--- src/design/cisr_pkg.sv ---
// shared types, constants and helpers for the case-insensitive stream replacer
// no dependencies; imported by every module of the block
package cisr_pkg;

  localparam int MAX_LEN = 8;
  localparam int BYTE_W  = 8;
  localparam int LEN_W   = 4;
  localparam int IDX_W   = 3;
  localparam int WORD_W  = MAX_LEN * BYTE_W;

  // configuration register indexes
  typedef enum logic [1:0] {
    REG_PATTERN_LENGTH     = 2'd0,
    REG_PATTERN_BYTES      = 2'd1,
    REG_REPLACEMENT_LENGTH = 2'd2,
    REG_REPLACEMENT_BYTES  = 2'd3
  } reg_index_t;

  // sequencer states
  typedef enum logic [2:0] {
    ST_IDLE,
    ST_DECIDE,
    ST_SHED,
    ST_REPL,
    ST_BARE
  } state_t;

  // one result request from the sequencer to the output stage
  typedef struct packed {
    logic              valid;
    logic [BYTE_W-1:0] data;
    logic              has_byte;
    logic              last;
  } emit_req_t;

  // ascii upper case to lower case, other bytes unchanged
  function automatic logic [BYTE_W-1:0] fold(input logic [BYTE_W-1:0] c);
    if (c >= 8'h41 && c <= 8'h5a) begin
      return c + 8'h20;
    end
    return c;
  endfunction

  // clamp a length register into minimum..MAX_LEN
  function automatic logic [LEN_W-1:0] clamp_len(input logic [LEN_W-1:0] v,
                                                 input logic [LEN_W-1:0] minimum);
    logic [LEN_W-1:0] n;
    n = v;
    if (n < minimum) begin
      n = minimum;
    end
    if (n > LEN_W'(MAX_LEN)) begin
      n = LEN_W'(MAX_LEN);
    end
    return n;
  endfunction

endpackage

--- src/design/cisr_prefix.sv ---
// prefix compare unit: checks the first count held bytes against the pattern
// ignoring ascii letter case; depends on cisr_pkg
module cisr_prefix import cisr_pkg::*; (
  input  logic [WORD_W-1:0] held_vec,
  input  logic [WORD_W-1:0] pattern,
  input  logic [LEN_W-1:0]  count,
  output logic              ok
);

  logic [MAX_LEN-1:0] hit;

  // per-byte folded compare, bytes at or above count always pass
  always_comb begin
    for (int i = 0; i < MAX_LEN; i++) begin
      hit[i] = (LEN_W'(i) >= count) ||
               (fold(held_vec[i*BYTE_W +: BYTE_W]) == fold(pattern[i*BYTE_W +: BYTE_W]));
    end
  end

  assign ok = &hit;

endmodule

--- src/design/cisr_seq.sv ---
// sequencer and held-byte buffer: appends, matches, replaces and sheds bytes
// depends on cisr_pkg and cisr_prefix
module cisr_seq import cisr_pkg::*; (
  input  logic              clk,
  input  logic              rst,
  input  logic              in_valid,
  output logic              in_ready,
  input  logic [BYTE_W-1:0] in_byte,
  input  logic              in_last,
  input  logic [LEN_W-1:0]  plen,
  input  logic [WORD_W-1:0] pattern,
  input  logic [LEN_W-1:0]  rlen,
  input  logic [WORD_W-1:0] replacement,
  output emit_req_t         req,
  input  logic              req_ready
);

  state_t              state, state_next;
  logic [LEN_W-1:0]    cnt;
  logic                last_flag;
  logic                emitted;
  logic [IDX_W-1:0]    rep_idx;
  logic [BYTE_W-1:0]   held [MAX_LEN];
  logic [WORD_W-1:0]   held_vec;
  logic                ok;
  logic [IDX_W-1:0]    wr_idx;
  logic                full_match;
  logic                shed_go;
  logic                rep_end;
  logic                fire;

  // held buffer viewed as one word for the compare unit
  always_comb begin
    for (int i = 0; i < MAX_LEN; i++) begin
      held_vec[i*BYTE_W +: BYTE_W] = held[i];
    end
  end

  cisr_prefix u_prefix (
    .held_vec (held_vec),
    .pattern  (pattern),
    .count    (cnt),
    .ok       (ok)
  );

  // append slot, the last entry is reused when the buffer is full
  assign wr_idx     = (cnt >= LEN_W'(MAX_LEN)) ? IDX_W'(MAX_LEN - 1) : cnt[IDX_W-1:0];
  assign full_match = (cnt == plen) && ok;
  assign shed_go    = (cnt != '0) && (last_flag || !((cnt < plen) && ok));
  assign rep_end    = ({1'b0, rep_idx} == (rlen - LEN_W'(1)));
  assign fire       = req.valid && req_ready;

  // state register
  always_ff @(posedge clk) begin
    if (rst) begin
      state <= ST_IDLE;
    end else begin
      state <= state_next;
    end
  end

  // next state and result requests
  always_comb begin
    state_next = state;
    in_ready   = 1'b0;
    req        = '0;
    unique case (state)
      ST_IDLE: begin
        in_ready = 1'b1;
        if (in_valid) begin
          state_next = ST_DECIDE;
        end
      end
      ST_DECIDE: begin
        if (full_match) begin
          if (rlen != '0) begin
            state_next = ST_REPL;
          end else if (last_flag) begin
            state_next = ST_BARE;
          end else begin
            state_next = ST_IDLE;
          end
        end else begin
          state_next = ST_SHED;
        end
      end
      ST_SHED: begin
        if (shed_go) begin
          req.valid    = 1'b1;
          req.data     = held[0];
          req.has_byte = 1'b1;
          req.last     = last_flag && (cnt == LEN_W'(1));
        end else if (last_flag && !emitted) begin
          state_next = ST_BARE;
        end else begin
          state_next = ST_IDLE;
        end
      end
      ST_REPL: begin
        req.valid    = 1'b1;
        req.data     = replacement[rep_idx*BYTE_W +: BYTE_W];
        req.has_byte = 1'b1;
        req.last     = last_flag && rep_end;
        if (req_ready && rep_end) begin
          state_next = ST_IDLE;
        end
      end
      ST_BARE: begin
        req.valid    = 1'b1;
        req.data     = '0;
        req.has_byte = 1'b0;
        req.last     = 1'b1;
        if (req_ready) begin
          state_next = ST_IDLE;
        end
      end
      default: begin
        state_next = ST_IDLE;
      end
    endcase
  end

  // held count and step flags
  always_ff @(posedge clk) begin
    if (rst) begin
      cnt       <= '0;
      last_flag <= 1'b0;
      emitted   <= 1'b0;
      rep_idx   <= '0;
    end else begin
      if (state == ST_IDLE && in_valid) begin
        cnt       <= LEN_W'(wr_idx) + LEN_W'(1);
        last_flag <= in_last;
        emitted   <= 1'b0;
      end
      if (state == ST_DECIDE && full_match) begin
        cnt     <= '0;
        rep_idx <= '0;
      end
      if (state == ST_SHED && fire) begin
        cnt     <= cnt - LEN_W'(1);
        emitted <= 1'b1;
      end
      if (state == ST_REPL && fire) begin
        rep_idx <= rep_idx + IDX_W'(1);
        emitted <= 1'b1;
      end
    end
  end

  // held bytes: append at the tail, shift out at the head
  always_ff @(posedge clk) begin
    if (state == ST_IDLE && in_valid) begin
      held[wr_idx] <= in_byte;
    end else if (state == ST_SHED && fire) begin
      for (int i = 0; i < MAX_LEN - 1; i++) begin
        held[i] <= held[i+1];
      end
    end
  end

endmodule

--- src/design/cisr_ostage.sv ---
// output register stage: holds one result until the sink takes it
// depends on cisr_pkg
module cisr_ostage import cisr_pkg::*; (
  input  logic              clk,
  input  logic              rst,
  input  emit_req_t         req,
  output logic              req_ready,
  output logic              m_tvalid,
  input  logic              m_tready,
  output logic [BYTE_W-1:0] m_tdata,
  output logic              m_tuser,
  output logic              m_tlast
);

  assign req_ready = !m_tvalid || m_tready;

  // valid flag
  always_ff @(posedge clk) begin
    if (rst) begin
      m_tvalid <= 1'b0;
    end else if (req_ready) begin
      m_tvalid <= req.valid;
    end
  end

  // payload
  always_ff @(posedge clk) begin
    if (req_ready && req.valid) begin
      m_tdata <= req.data;
      m_tuser <= req.has_byte;
      m_tlast <= req.last;
    end
  end

endmodule

--- src/design/case_insensitive_stream_replace_top.sv ---
// Case-insensitive find and replace over a byte stream. Every leftmost,
// non-overlapping occurrence of the pattern (ascii letters match either
// case) is replaced by the replacement; bytes of a partial match are held
// and flushed at tlast, where the final result carries tlast (a bare result
// with tuser 0 when nothing else is due). One byte at a time is processed:
// no new input byte is taken until the sequencer is back in idle. After a
// full match it emits the replacement bytes, otherwise it sheds held bytes
// and may end with a bare end marker; one held byte is shed or one
// replacement byte emitted per cycle while the sink does not stall.
// The user must write configuration only while idle; it is not enforced.
// depends on cisr_pkg, cisr_seq, cisr_prefix, cisr_ostage
module case_insensitive_stream_replace_top import cisr_pkg::*; (
  input  logic              clk,
  input  logic              rst,
  input  logic              cfg_we,
  input  logic [1:0]        cfg_index,
  input  logic [WORD_W-1:0] cfg_data,
  input  logic              s_tvalid,
  output logic              s_tready,
  input  logic [7:0]        s_tdata,   // in_byte
  input  logic              s_tlast,   // in_last
  output logic              m_tvalid,
  input  logic              m_tready,
  output logic [7:0]        m_tdata,   // out_byte
  output logic              m_tuser,   // has_byte
  output logic              m_tlast    // out_last
);

  logic [LEN_W-1:0]  pattern_length;
  logic [WORD_W-1:0] pattern_bytes;
  logic [LEN_W-1:0]  replacement_length;
  logic [WORD_W-1:0] replacement_bytes;
  logic [LEN_W-1:0]  plen;
  logic [LEN_W-1:0]  rlen;
  emit_req_t         req;
  logic              req_ready;

  // configuration registers
  always_ff @(posedge clk) begin
    if (rst) begin
      pattern_length     <= LEN_W'(1);
      pattern_bytes      <= '0;
      replacement_length <= '0;
      replacement_bytes  <= '0;
    end else if (cfg_we) begin
      unique case (reg_index_t'(cfg_index))
        REG_PATTERN_LENGTH:     pattern_length     <= cfg_data[LEN_W-1:0];
        REG_PATTERN_BYTES:      pattern_bytes      <= cfg_data;
        REG_REPLACEMENT_LENGTH: replacement_length <= cfg_data[LEN_W-1:0];
        REG_REPLACEMENT_BYTES:  replacement_bytes  <= cfg_data;
        default: begin
        end
      endcase
    end
  end

  // lengths in their working ranges
  assign plen = clamp_len(pattern_length, LEN_W'(1));
  assign rlen = clamp_len(replacement_length, LEN_W'(0));

  cisr_seq u_seq (
    .clk         (clk),
    .rst         (rst),
    .in_valid    (s_tvalid),
    .in_ready    (s_tready),
    .in_byte     (s_tdata),
    .in_last     (s_tlast),
    .plen        (plen),
    .pattern     (pattern_bytes),
    .rlen        (rlen),
    .replacement (replacement_bytes),
    .req         (req),
    .req_ready   (req_ready)
  );

  cisr_ostage u_ostage (
    .clk       (clk),
    .rst       (rst),
    .req       (req),
    .req_ready (req_ready),
    .m_tvalid  (m_tvalid),
    .m_tready  (m_tready),
    .m_tdata   (m_tdata),
    .m_tuser   (m_tuser),
    .m_tlast   (m_tlast)
  );

endmodule
--- config.mk ---
export PLATFORM = sky130hd
export DESIGN_NAME = case_insensitive_stream_replace_top
export DESIGN_NICKNAME = d
export VERILOG_FILES = /design/src/design/cisr_pkg.sv /design/src/design/cisr_prefix.sv /design/src/design/cisr_seq.sv /design/src/design/cisr_ostage.sv /design/src/design/case_insensitive_stream_replace_top.sv
export SDC_FILE = /design/constraint.sdc
export NUM_CORES = 1
export LEC_CHECK = 0
export ABC_AREA = 0
export ABC_CLOCK_PERIOD_IN_PS = 5900
export BUFFER_PORTS_ARGS = -buffer_cell sky130_fd_sc_hd__buf_2
export CORE_ASPECT_RATIO = 1.2
export CORE_MARGIN = 1.5
export CORE_UTILIZATION = 31
export DETAILED_ROUTE_END_ITERATION = 10
export PLACE_DENSITY_LB_ADDON = 0.3
export SYNTH_ARGS = -nofsm -noshare
export SYNTH_HDL_FRONTEND = slang
export SYNTH_SLANG_ARGS = --single-unit
--- constraint.sdc ---
create_clock -name clk -period 5.9 [get_ports clk]
set_input_delay 0.885 -clock clk [delete_from_list [all_inputs] [get_ports clk]]
set_output_delay 0.885 -clock clk [all_outputs]
set_load 0.03 [all_outputs]
=== Word level (Yosys, flattened, before mapping) ===
Memories as Yosys holds them, arrays and structs flattened.
Cells that the tools add are included.

* Register bits: 159
* RAM bits: 64
* Input bits: 80
* Logic and storage cells: 239
* Memories: 1

* $add $sub $neg: 20
* Magnitude comparators: 46
* Equal/unequal tests: 22
* Shift-type cells: 1
* Muxes and demuxes: 81
* Reduce and logical (&&, ||, !) cells: 55

{| class="wikitable"
|+ Memory list
! name !! words !! width !! rd ports !! clocked after memory_dff !! write ports !! RTL line !! text
|-
| u_seq.held || 8 || 8 || 8 || 0 || 7 || cisr_seq.sv:23 || <nowiki>logic [BYTE_W-1:0] held [MAX_LEN];</nowiki>
|}

{| class="wikitable"
|+ Operators by type and width
! operator !! count
|-
| 8-bit 2-to-1 mux || 33
|-
| 8-bit by 6-bit adder with 8-bit output (second input constant) || 16
|-
| 8-bit by 7-bit >= comparator with 1-bit output (second input constant) || 16
|-
| 8-bit by 7-bit less-or-equal comparator with 1-bit output (second input constant) || 16
|-
| 8-bit == test || 8
|-
| 64-bit by 7-bit variable part select with 8-bit output || 1
|-
| 3-bit 2-to-1 mux || 12
|-
| 11-bit case mux with 3 select lines || 1
|-
| 1-bit logical AND || 28
|-
| 4-bit 2-to-1 mux || 7
|-
| 1-bit 2-to-1 mux || 26
|-
| 3-bit by 4-bit >= comparator with 1-bit output (first input constant) || 4
|-
| 3-bit case mux with 5 select lines || 1
|-
| 11-bit 2-to-1 mux || 1
|-
| 1-bit logical OR || 10
|-
| 1-bit by 4-bit >= comparator with 1-bit output (first input constant) || 2
|-
| 2-bit by 4-bit >= comparator with 1-bit output (first input constant) || 2
|-
| 4-bit > comparator (second input constant) || 2
|-
| 4-bit by 1-bit < comparator with 1-bit output (second input constant) || 2
|-
| 2-bit AND reduction || 4
|-
| 8-bit AND reduction || 1
|-
| 4-bit nonzero test || 2
|-
| 8-bit OR reduction || 1
|-
| 4-bit by 1-bit subtractor with 4-bit output (second input constant) || 2
|-
| other kinds (20) || 27
|}

=== Depth between registers and ports, before layout ===
Gate-level depths: netlist of the first run.

* Word-level depth: 20
* Gate-level depth with buffers: 13

=== Cells and area by module ===
Synthesis of the first run repeated with hierarchy kept, for this count alone.

* Cell total of the unflattened synthesis: 1195
* Area, all modules: 12398.1 um^2

{| class="wikitable"
|+ Modules (own cells, without submodules)
! module !! instances !! cells an instance !! area each (um^2) !! seq. area each (um^2)
|-
| case_insensitive_stream_replace_top || 1 || 525 || 5669.2 || 2722.6
|-
| cisr_seq || 1 || 340 || 4131.5 || 2162.1
|-
| cisr_prefix || 1 || 315 || 2242.2 || 0.0
|-
| cisr_ostage || 1 || 15 || 355.3 || 320.3
|}

=== Worst setup path before layout of the first run ===
No wires, ideal clock.

* Path type: register to register
* Start point: register pattern_bytes[1]
* End point: register u_ostage.m_tdata[0], enable pin
* Library setup time: 380 ps
* Arrival: 3128 ps
* Data required time: 5520 ps
* Path slack: 2392 ps
* Stages on the path, launching flop included: 12
* Path buffers: 0
* Clock period less this slack: 3508 ps
* Cells stage by stage: dfxtp_1 or4_1 o21bai_1 nor4_1 xnor2_1 o311a_1 o221ai_1 nor4_2 nand4b_1 nor4b_4 nor2_1 a21oi_1

* Longest elaborated chain between the ends: 14
* Elaborated cells on any way between the ends: 17
* Those cells by class: add/sub: 1; order compare: 2; eq/ne: 1; mux: 5; reduce/logical: 8

{| class="wikitable"
|+ Ends and longest elaborated chain
! what !! RTL line !! text
|-
| from (decl) || case_insensitive_stream_replace_top.sv:30 || <nowiki>logic [WORD_W-1:0] pattern_bytes;</nowiki>
|-
| from (signal assigned) || case_insensitive_stream_replace_top.sv:48 || <nowiki>REG_PATTERN_BYTES: pattern_bytes <= cfg_data;</nowiki>
|-
| 8-bit by 7-bit >= comparator with 1-bit output / 8-bit by 7-bit less-or-equal comparator with 1-bit output (equally long branches) || cisr_pkg.sv:38 || <nowiki>if (c >= 8'h41 && c <= 8'h5a) begin</nowiki>
|-
| 1-bit logical AND || cisr_pkg.sv:38 ||
|-
| 1-bit 2-to-1 mux || cisr_pkg.sv:38 ||
|-
| 8-bit 2-to-1 mux (*) || cisr_pkg.sv:41 || <nowiki>return c;</nowiki>
|-
| 8-bit == test (*) || cisr_prefix.sv:16 || <nowiki>(fold(held_vec[i*BYTE_W +: BYTE_W]) == fold(pattern[i*BYTE_W +: BYTE_W]));</nowiki>
|-
| 1-bit logical OR (*) || cisr_prefix.sv:15 || <nowiki>hit[i] = (LEN_W'(i) >= count) ||</nowiki>
|-
| 8-bit AND reduction (*) || cisr_prefix.sv:20 || <nowiki>assign ok = &hit;</nowiki>
|-
| 1-bit logical AND (*) || cisr_seq.sv:49 || <nowiki>assign shed_go = (cnt != '0) && (last_flag || !((cnt < plen) && ok));</nowiki>
|-
| 1-bit zero test (*) || cisr_seq.sv:49 ||
|-
| 1-bit logical OR (*) || cisr_seq.sv:49 ||
|-
| 1-bit logical AND (*) || cisr_seq.sv:49 ||
|-
| 11-bit 2-to-1 mux (*) || cisr_seq.sv:88 || <nowiki>if (shed_go) begin</nowiki>
|-
| 11-bit case mux with 3 select lines (*) || cisr_seq.sv:67 || <nowiki>unique case (state)</nowiki>
|-
| 1-bit logical AND (*) || cisr_ostage.sv:28 || <nowiki>if (req_ready && req.valid) begin</nowiki>
|-
| to (signal assigned) || cisr_ostage.sv:29 || <nowiki>m_tdata <= req.data;</nowiki>
|-
| to (decl) || cisr_ostage.sv:10 || <nowiki>output logic [BYTE_W-1:0] m_tdata,</nowiki>
|}

Mark *: on every way between the ends. The rest lies on a longest branch, timed or not. The select of a mux whose other input is x is not followed.
A chain may end at the register's enable or synchronous reset.

==> reports/results.tsv, run 1 <==
stage	metric	value	unit
status	status	complete, no violations	
grt	grt_pass1_wl	51700	um
setup_path	cp.required	6.17	ns
clocking	insertion_delay	0.53	ns
sta	setup_violations	0	
power	vdd_drop_max	0.213	mV
power	clockPowerShare	43.7	%
finish	n_antenna_cell	0	
power	switchingPower	0.978	mW
sta	period_minus_slack	4.40	ns
setup_path	timing_worst_setup_path_type	flip-flop to flip-flop	
synthesis	synth_area_leaders	dfxtp_1 26%, edfxtp_1 20%, nand2_1 10%, a21oi_1 7.3%, mux2_1 3.9%	
grt	busiest_layer	met2	
detailed_routing	routed_wl	33400	um
sta	fin_setup_tns	0	ns
power	combPwrFrac	10.8	%
clocking	post_cts_buffers	0	
synthesis	yosys_warnings	0	
clocking	h-tree-depth	1	
die	start_util	31.4	%
power	p_sw_share	25.6	%
grt	grt_use_met2	30.5	%
sta	fin_skew	0.0118	ns
setup_path	end_kind	flip-flop	
place	place_area	0.0122	mm2
clocking	clock-sinks	223	
detailed_routing	drc	0	
die	die_area	0.0376	mm2
finish	final_nets	1427	
sta	layout_setup_ws	1.50	ns
detailed_routing	wl_per_cell	18.5	um
clocking	cts_tree	done	
power	p_seq_share	45.5	%
place	place_ws	1.59	ns
detailed_routing	via_per_inst	5.13	
clocking	ctsLongestPathBuffers	3	
die	core_area	0.0359	mm2
setup_path	cp_max_fo	42	
power	p_leak	4.67	nW
setup_path	critical_path_arrival	4.67	ns
finish	syn_to_final_growth	15.6	%
grt	grtUsageTotal	17.8	%
grt	grt-ovfl-total	0	
finish	final_area	0.0131	mm2
sta	drv_slew	0	
grt	antenna_found_initial	1	
grt	grt_pass1_vias	9095	
detailed_routing	antenna_left	0	
synthesis	synth-edff-count	74	
power	powerDensity	292	mW/mm2
sta	worst_slew_pin_slew	1.19	ns
power	p_int	2.84	mW
synthesis	syn_inst	1253	
synthesis	yosysTopAreaCellShare	26.4	%
grt	met3_usage	2.88	%
sta	hold_violations	0	
place	routabilityCongestion	0.846	
place	hpwl	24700	um
run	max-cap-violations	0	
synthesis	syn_nets	1360	
clocking	clk_pin_slew_worst_paths	0.06	ns
place	dpl.cell_count	1760	
sta	slew_headroom	20.2	%
finish	final_cell_count_no_fill	1807	
die	die_w	177	um
sta	max_freq	0.227	GHz
sta	final.period_utilization	74.5	%
synthesis	ys_ff_latch	223	
synthesis	synth.distinct_cells	63	
grt	grt_max_degree	84	
synthesis	yosysSeqAreaShare	46.1	%
place	port_buffers	91	
clocking	holdBufCountCts	0	
die	die_h	212	um
setup_path	crit_path_start_kind	flip-flop	
finish	drive_above_1_share	13.0	%
sta	rsz0062_at_grt	false	
die	rows	76	
detailed_routing	drtIter0Drc	628	
synthesis	syn_area	0.0113	mm2
synthesis	avgSynthCellArea	9.01	um2
synthesis	yosysTopAreaCell	dfxtp_1	
clocking	cts_resized	0	
detailed_routing	vias	9275	
synthesis	ys.flop_type	dfxtp_1	
die	ios	92	
grt	use_met1	22.4	%
min_path	hold_class	flip-flop to flip-flop	
clocking	clock-root-buffer	clkbuf_16	
clocking	cts_made_buffers	26	
synthesis	async_flop_share	0	%
detailed_routing	drt_pass1_iterations	5	
==> routing by layer <==
| metal | wire [um] | vias up |
|---|---|---|
| li1 | - | 4544 |
| met1 | 14400 | 4431 |
| met2 | 16100 | 236 |
| met3 | 1570 | 64 |
| met4 | 1260 | 0 |
| met5 | 0 | - |
==> power by group through the flow <==
stage / sequential (mW) / combinational (mW) / clock, mW
floorplan: 1.74 / 0.287 / 0
global placement: 1.77 / 0.406 / 0
detailed placement: 1.77 / 0.411 / 0
CTS: 1.74 / 0.414 / 1.70
global route: 1.74 / 0.461 / 1.76
finish: 1.74 / 0.412 / 1.67
==> through the flow <==
| step | hold WS (ns) | util, % | power [mW] |
|---|---|---|---|
| 3_3_place_gp | 0.440 | 33.9 | 2.17 |
| 6_report | 0.453 | 36.3 | 3.82 |
| 4_1_cts | 0.455 | 36.3 | 3.85 |
| 5_1_grt | 0.466 | 36.3 | 3.96 |
| 3_5_place_dp | 0.447 | 33.9 | 2.18 |
| 2_1_floorplan | 0.433 | - | 2.03 |
==> worst max-delay path, stage by stage, from the launching register on <==
cell,delay [ns]
edfxtp_1,0.43
or4_1,0.54
o21bai_1,0.23
o41ai_1,0.12
xor2_1,0.17
nor4_1,0.21
a31oi_1,0.15
o41ai_1,0.59
nand4b_1,0.31
nand2_2,0.68
buf_4,0.33
mux2_1,0.35
==> synthesized netlist by cell type, types with 15 or more instances <==
cell type / number
nand2_1: 305
a21oi_1: 165
dfxtp_1: 149
edfxtp_1: 74
nor2_1: 58
clkbuf_1: 50
xnor2_1: 41
mux2_1: 39
o21ai_0: 34
inv_1: 33
xor2_1: 33
ha_1: 27
nand3_1: 26
nor3_1: 25
mux4_2: 16
mux2i_1: 15
==> cell families after synthesis <==
| group | count (synthesis) | synth area share (%) |
|---|---|---|
| flip-flops | 223 | 46.1 |
| multiplexers | 71 | 8.51 |
| buffers and inverters | 96 | 3.38 |
| XOR/XNOR | 74 | 5.74 |
| adder cells (fa/ha/maj) | 27 | 2.99 |
| AO/OA/AOI/OAI | 281 | 14.6 |
| AND/OR/NAND/NOR | 481 | 18.6 |
==> final timing paths <==
| kind | to | slack, ns | start | depth (start not counted) |
|---|---|---|---|---|
| worst min register to register | replacement_bytes[41]$_SDFFE_PP0P_ | 0.45 | replacement_bytes[41]$_SDFFE_PP0P_ | 2 |
| worst max-delay path | u_seq.held[5][2]$_DFFE_PP_ | 1.50 | u_seq.held[5][1]$_DFFE_PP_ | 11 |
| worst max register to register | u_seq.held[5][2]$_DFFE_PP_ | 1.50 | u_seq.held[5][1]$_DFFE_PP_ | 11 |
| worst min-delay path | replacement_bytes[41]$_SDFFE_PP0P_ | 0.45 | replacement_bytes[41]$_SDFFE_PP0P_ | 2 |
==> final cells by class <==
class | instances | area (um2)
clock buffer | 36 | 749
clock inverter | 11 | 139
fill | 3714 | 22900
inverter | 33 | 124
multi-input combinational | 934 | 5710
sequential | 223 | 5210
tap | 468 | 586
timing repair buffer | 102 | 541
==> state kept, by name (all words and copies together), names as in the netlist, 3 cells and up <==
| name | flops |
|---|---|
| pattern_bytes | 64 |
| pattern_length | 4 |
| replacement_bytes | 64 |
| replacement_length | 4 |
| u_ostage.m_tdata | 8 |
| u_seq.cnt | 4 |
| u_seq.held | 64 |
| u_seq.rep_idx | 3 |
| u_seq.state | 3 |
==> cells in the final DEF, fill, tap and decap left out, types with 4 or more instances in the layout <==
master,instances
or4_1,10
mux4_2,16
o221ai_1,4
ha_1,27
buf_2,90
nand2b_1,5
a31oi_1,9
xor2_1,33
clkbuf_8,4
o31ai_1,8
dfxtp_1,148
nor2_1,58
clkbuf_16,27
nor4_1,8
nand4_1,6
mux2_1,39
xnor2_1,41
a21o_1,9
o21bai_1,6
mux2i_1,15
edfxtp_1,74
nor3_1,25
nor2b_1,6
a21oi_1,165
o41ai_1,9
o21ai_0,34
o22ai_1,5
buf_4,12
a211oi_1,5
inv_1,33
nand3b_1,7
nand3_1,25
nand2_1,305
clkbuf_1,5
No activity file was read; power rests on OpenSTA's default activity.
==> run 2, diff against run 1 <==
- ABC_CLOCK_PERIOD_IN_PS: 5900 -> 3750
- clock period: 5.9 -> 3.75 ns (I/O delays scaled with it)
==> reports/results.tsv, run 2 (same netlist as run 1, synthesis figures left out) <==
stage	metric	value	unit	change
status	status	complete, no violations		
setup_path	r2r-start	pattern_bytes[34]$_SDFFE_PP0P_		
min_path	hold_class	input port to flip-flop		
sta	rsz0062_at_grt	true		
clocking	clk_pin_slew_worst_paths	0.06	ns	about the same
sta	fin_setup_tns	0	ns	unchanged
clocking	ctsLongestPathBuffers	3		unchanged
power	vdd_drop_max	0.424	mV	+99%
finish	syn_to_final_growth	19.6	%	
grt	grt_max_degree	69		-18%
sta	final.period_utilization	94.8	%	+20 points
detailed_routing	drtIter0Drc	590		-6.1%
die	die_h	212	um	unchanged
detailed_routing	met1_length	14700	um	+1.8%
setup_path	worst_path_largest_cell_delay	0.56	ns	-0.12 ns
detailed_routing	antenna_left	0		unchanged
clocking	cts_made_buffers	26		unchanged
setup_path	rrSetupSlack	0.20	ns	-1.31 ns
sta	period_minus_slack	3.55	ns	-0.842 ns
detailed_routing	drt_pass1_iterations	5		unchanged
setup_path	path_cells	or4_1, nor3_1, nor4bb_1, o31ai_1, o41ai_2, buf_4, a311oi_1, o22ai_1, nand4b_1, nand2_4, buf_12, a21oi_2		
place	place_ws	-0.0900	ns	-1.68 ns
finish	final_area	0.0135	mm2	+3.4%
power	p_total	5.95	mW	+56%
die	ios	92		unchanged
setup_path	crit_slowest_cell	or4_1		
detailed_routing	routed_wl	33700	um	+1.1%
clocking	insertion_delay	0.52	ns	about the same
detailed_routing	wl_met2	16500	um	+2.6%
clocking	h-tree-depth	1		unchanged
detailed_routing	drc	0		unchanged
min_path	min-delay-start	cfg_data[29]		
die	die_area	0.0376	mm2	unchanged
grt	grt-ovfl-total	0		unchanged
setup_path	cp.required	3.90	ns	-2.27 ns
detailed_routing	maxUsedRoutingLayer	met4		
grt	antenna_found_initial	0		-1
grt	grt_pass1_vias	9399		+3.3%
finish	n_antenna_cell	0		unchanged
die	die_w	177	um	unchanged
sta	drv_slew	0		unchanged
sta	max_freq	0.281	GHz	+24%
sta	fin_skew	0.0141	ns	+0.00233 ns
setup_path	critical_path_arrival	3.71	ns	-0.96 ns
finish	final_nets	1474		+3.3%
setup_path	worst-path-stages	12		+1
run	max-cap-violations	0		unchanged
clocking	clock-sinks	223		unchanged
detailed_routing	route.met3.wl	1270	um	-19%
die	start_util	31.4	%	unchanged
clocking	clock-root-buffer	clkbuf_16		
place	routabilityCongestion	0.872		+3.1%
setup_path	cp_max_fo	25		-40%
power	p_leak	4.93	nW	+5.8%
place	hpwl	25700	um	+3.9%
min_path	worstHoldPathCells	3		+1
clocking	cts_tree	done		
detailed_routing	via_per_inst	5.12		-0.20%
detailed_routing	vias	9502		+2.4%
sta	layout_setup_ws	0.196	ns	-1.31 ns
die	core_area	0.0359	mm2	unchanged
setup_path	end_kind	flip-flop		
grt	grt_pass1_wl	52300	um	+1.1%
min_path	min_to	pattern_bytes[29]$_SDFFE_PP0P_		
power	powerDensity	441	mW/mm2	+51%
setup_path	crit_path_start_kind	flip-flop		
place	port_buffers	91		unchanged
detailed_routing	wl_per_cell	18.2	um	-1.5%
sta	hold_violations	0		unchanged
sta	worst_slew_pin_slew	0.816	ns	-0.371 ns
finish	top_regs	pattern_bytes (64), replacement_bytes (64), u_seq.held (64)		
setup_path	reg2reg_depth	12		+1
finish	layout_commonest_cell	nand2_1		
grt	grtUsageTotal	17.9	%	+0.11 points
die	rows	76		unchanged
setup_path	r2r-end	u_seq.held[6][4]$_DFFE_PP_		
clocking	holdBufCountCts	0		unchanged
setup_path	timing_worst_setup_path_type	flip-flop to flip-flop		
place	place_area	0.0126	mm2	+3.3%
finish	layout_common_cells	305 x nand2_1, 160 x a21oi_1, 148 x dfxtp_1		
setup_path	crit_family	compound AO/OA/AOI/OAI gates		
finish	final_util	37.6	%	+1.2 points
sta	setup_violations	0		unchanged
setup_path	worst-path-buf-inv	2		+1
sta	slew_headroom	45.5	%	+25 points
finish	drive_above_1_share	16.7	%	+3.7 points
[run 2: how the worst max path moves through the flow]
| stage | start | endpoint | slack [ns] |
|---|---|---|---|
| global placement | pattern_bytes[34]$_SDFFE_PP0P_ | u_ostage.m_tdata[7]$_DFFE_PN_ | -0.05 |
| floorplan | pattern_bytes[1]$_SDFFE_PP0P_ | u_ostage.m_tdata[0]$_DFFE_PN_ | 0.24 |
| global route | pattern_bytes[34]$_SDFFE_PP0P_ | u_ostage.m_tdata[1]$_DFFE_PN_ | -0.05 |
| detailed placement | u_seq.held[1][0]$_DFFE_PP_ | u_ostage.m_tdata[7]$_DFFE_PN_ | -0.09 |
| finish | pattern_bytes[34]$_SDFFE_PP0P_ | u_seq.held[6][4]$_DFFE_PP_ | 0.20 |
| CTS | u_seq.held[1][0]$_DFFE_PP_ | u_seq.held[5][3]$_DFFE_PP_ | 0.06 |
[run 2: area by class of cell]
type | instances | area, um2
well taps | 468 | 586
clock inverters | 6 | 53.8
clock buffers | 42 | 805
repair buffers | 149 | 943
inverters | 33 | 124
multi-input cells | 934 | 5780
flip-flops and latches | 223 | 5210
fillers | 3688 | 22400
[run 2: repair_timing]
item,in CTS,in global routing
setup buffers,0,0
resized for setup,3,12
pin swaps,0,2
setup endpoints to repair,36,138
[run 2: metrics by stage]
stage          hold WS (ns)  cells
4_1_cts               0.276   1855
2_1_floorplan         0.433   1253
3_5_place_dp          0.446   1807
5_1_grt               0.294   1855
3_3_place_gp          0.440   1807
6_report              0.294   1855
[run 2: metal layers]
layer / GRT usage [%] / vias to the layer above
li1: - / 4656
met1: 22.5 / 4561
met2: 31.5 / 225
met3: 1.91 / 60
met4: 6.52 / 0
met5: 0 / -
[run 2: where the power goes]
| part | internal [mW] | switching (mW) |
|---|---|---|
| registers | 2.61 | 0.100 |
| logic | 0.294 | 0.432 |
| clock network | 1.53 | 0.984 |
| total | 4.44 | 1.52 |
[run 2: tightest hold or removal path, cell delays in order]
cell	delay [ns]
buf_2	0.11
nand2_1	0.05
a21oi_1	0.05
==> run 3, diff against run 2 <==
- BUFFER_PORTS_ARGS: -buffer_cell sky130_fd_sc_hd__buf_2 -> unset
- DONT_BUFFER_PORTS: unset -> 1
- RECOVER_POWER: unset -> 25
- SETUP_SLACK_MARGIN: unset -> 0.5
==> reports/results.tsv, run 3 (same netlist as run 1, synthesis figures left out) <==
stage	metric	value	unit	change
status	status	complete, but fails checks		
status	violations	capacitance limit, slew limit		
power	p_sw_share	25.2	%	-0.29 points
power	p_total	5.89	mW	-1.0%
die	start_util	31.4	%	unchanged
setup_path	reg2reg_depth	13		+1
setup_path	critical_path_arrival	3.78	ns	+0.07 ns
setup_path	crit_slowest_cell	or4_4		
setup_path	end_kind	flip-flop		
detailed_routing	drtIter0Drc	556		-5.8%
detailed_routing	routed_wl	33800	um	+0.11%
power	powerDensity	446	mW/mm2	+1.1%
sta	period_minus_slack	3.52	ns	-0.0311 ns
sta	hold_violations	0		unchanged
detailed_routing	drc	0		unchanged
power	combPwrFrac	11.0	%	-1.2 points
sta	whs	0.113	ns	-0.181 ns
sta	max_freq	0.284	GHz	+0.88%
die	die_h	212	um	unchanged
grt	antenna_found_initial	1		+1
finish	ff_latch_area	0.00520	mm2	about the same
power	vdd_drop_max	0.302	mV	-29%
setup_path	timing_worst_setup_path_type	flip-flop to flip-flop		
clocking	h-tree-depth	1		unchanged
sta	worst_slew_pin_slew	3.01	ns	+2.20 ns
power	p_seq_share	46.4	%	+0.8 points
finish	layout_common_cells	300 x nand2_1, 156 x a21oi_1, 149 x dfxtp_1		
sta	slew_headroom	-101	%	-150 points
grt	use_met1	21.5	%	-1.1 points
power	switchingPower	1.48	mW	-2.2%
die	rows	76		unchanged
grt	grt_max_degree	152		+120%
setup_path	rrSetupSlack	0.23	ns	+0.03 ns
sta	fin_setup_tns	0	ns	unchanged
power	p_leak	4.60	nW	-6.8%
finish	syn_to_final_growth	17.1	%	
setup_path	r2r-end	u_ostage.m_tlast$_DFFE_PN_		
sta	rsz0062_at_grt	true		
sta	setup_violations	0		unchanged
clocking	cts_made_buffers	26		unchanged
place	place_ws	0.0301	ns	+0.120 ns
power	clockPowerShare	42.6	%	+0.4 points
detailed_routing	drt_pass1_iterations	5		unchanged
finish	fill_cells	3716		+0.76%
place	routabilityCongestion	0.869		-0.38%
sta	drv_slew	98		+98
die	die_w	177	um	unchanged
setup_path	path_cells	or4_4, o221a_4, a21oi_2, xnor2_1, nor4_2, o221ai_1, nor4_2, nand4b_1, buf_4, nor4b_4, buf_12, nor2_4, a21oi_4		
grt	grtUsageTotal	17.8	%	-0.12 points
run	max-cap-violations	2		+2
clocking	clk_pin_slew_worst_paths	0.06	ns	about the same
place	place_area	0.0119	mm2	-5.1%
clocking	holdBufCountCts	0		unchanged
grt	grt_use_met2	30.4	%	-1.1 points
grt	grt_pass1_vias	8953		-4.7%
grt	busiest_layer	met2		
die	ios	92		unchanged
die	die_area	0.0376	mm2	unchanged
setup_path	cp_max_fo	5		-80%
grt	grt-ovfl-total	0		unchanged
finish	drive_above_1_share	12.9	%	-3.8 points
setup_path	crit_path_start_kind	flip-flop		
min_path	hold_class	input port to flip-flop		
setup_path	crit_path_frequent_cell	nor4_2		
clocking	ctsLongestPathBuffers	3		unchanged
setup_path	cp.required	4.01	ns	+0.11 ns
power	p_int	4.41	mW	-0.64%
setup_path	worst_path_largest_cell_delay	0.55	ns	about the same
finish	final_area	0.0132	mm2	-2.1%
setup_path	setup.worst_path.start	u_seq.held[1][0]$_DFFE_PP_		
grt	grt_pass1_wl	51400	um	-1.6%
finish	final_nets	1375		-6.7%
clocking	cts_tree	done		
finish	multi_input_area	0.00601	mm2	+3.9%
grt	met3_usage	3.65	%	+1.7 points
finish	layout_commonest_cell	nand2_1		
die	core_area	0.0359	mm2	unchanged
sta	final.period_utilization	93.9	%	-0.83 points
detailed_routing	wl_per_cell	19.2	um	+5.7%
finish	final_cell_count_no_fill	1757		-5.3%
setup_path	r2r-start	u_seq.held[1][0]$_DFFE_PP_		
clocking	insertion_delay	0.54	ns	+0.02 ns
place	hpwl	25100	um	-2.1%
finish	top_regs	pattern_bytes (64), replacement_bytes (64), u_seq.held (64)		
place	port_buffers	0		-100%
place	dpl.cell_count	1692		-6.4%
clocking	clock-sinks	223		unchanged
sta	fin_skew	0.0114	ns	-0.00271 ns
setup_path	crit_end	u_ostage.m_tlast$_DFFE_PN_		
clocking	clock-root-buffer	clkbuf_16		
detailed_routing	via_per_inst	5.22		+1.8%
finish	final_util	36.8	%	-0.79 points
detailed_routing	vias	9164		-3.6%
sta	layout_setup_ws	0.227	ns	+0.0311 ns
detailed_routing	antenna_left	0		unchanged
-- run 3: cell count changes in the layout (fill, tap and decap cells not counted), moves of 4 or more --
cell / before / now
a21oi_1: 160 / 156
buf_2: 90 / 1
buf_4: 55 / 37
buf_6: 0 / 5
nand2_1: 305 / 300
o21ai_0: 33 / 29
-- run 3: area by class of cell --
cell class	instances	area share (%)
Multi-Input combinational cell	935	45.4
Sequential cell	223	39.4
Clock buffer	42	6.26
Tap cell	468	4.43
Timing Repair Buffer	49	3.27
Inverter	33	0.975
Clock inverter	6	0.227
Antenna cell	1	0.0189
-- run 3: what timing repair did --
| action | CTS | global route |
|---|---|---|
| pin swaps | 3 | 14 |
| setup buffers | 7 | 6 |
| resized for setup | 16 | 50 |
| setup endpoints to repair | 151 | 152 |
| gates cloned | 1 | 2 |
-- run 3: worst max-delay path, delay by kind of cell (launching register included) --
kind	cells	cell delay (ns)
AND/OR/NAND/NOR	6	1.72
AO/OA/AOI/OAI	4	0.73
flip-flops	1	0.38
buffers and inverters	2	0.33
XOR/XNOR	1	0.10
-- run 3: power by group through the flow --
stage          Combinational, mW  Sequential [mW]  Clock (mW)
4_1_cts                    0.603             2.73        2.55
2_1_floorplan              0.454             2.74           0
3_3_place_gp               0.559             2.78           0
5_1_grt                    0.722             2.75        2.65
3_5_place_dp               0.569             2.78           0
6_report                   0.651             2.73        2.51
-- run 3: worst min-delay path by stage --
stage	from	end	cells past startpoint
after floorplan	replacement_bytes[16]$_SDFFE_PP0P_	replacement_bytes[16]$_SDFFE_PP0P_	2
after global placement	replacement_bytes[39]$_SDFFE_PP0P_	replacement_bytes[39]$_SDFFE_PP0P_	2
after detailed placement	replacement_bytes[34]$_SDFFE_PP0P_	replacement_bytes[34]$_SDFFE_PP0P_	2
after CTS	rst	replacement_bytes[27]$_SDFFE_PP0P_	1
after global routing	rst	pattern_bytes[27]$_SDFFE_PP0P_	1
final	rst	replacement_length[0]$_SDFFE_PP0P_	1
-- run 3: routing by layer --
metal | up-vias | wire length [um] | share of wire (%)
li1 | 4462 | - | -
met1 | 4391 | 14000 | 41
met2 | 233 | 16200 | 48
met3 | 78 | 2030 | 6.0
met4 | 0 | 1610 | 4.8
met5 | - | 0 | 0
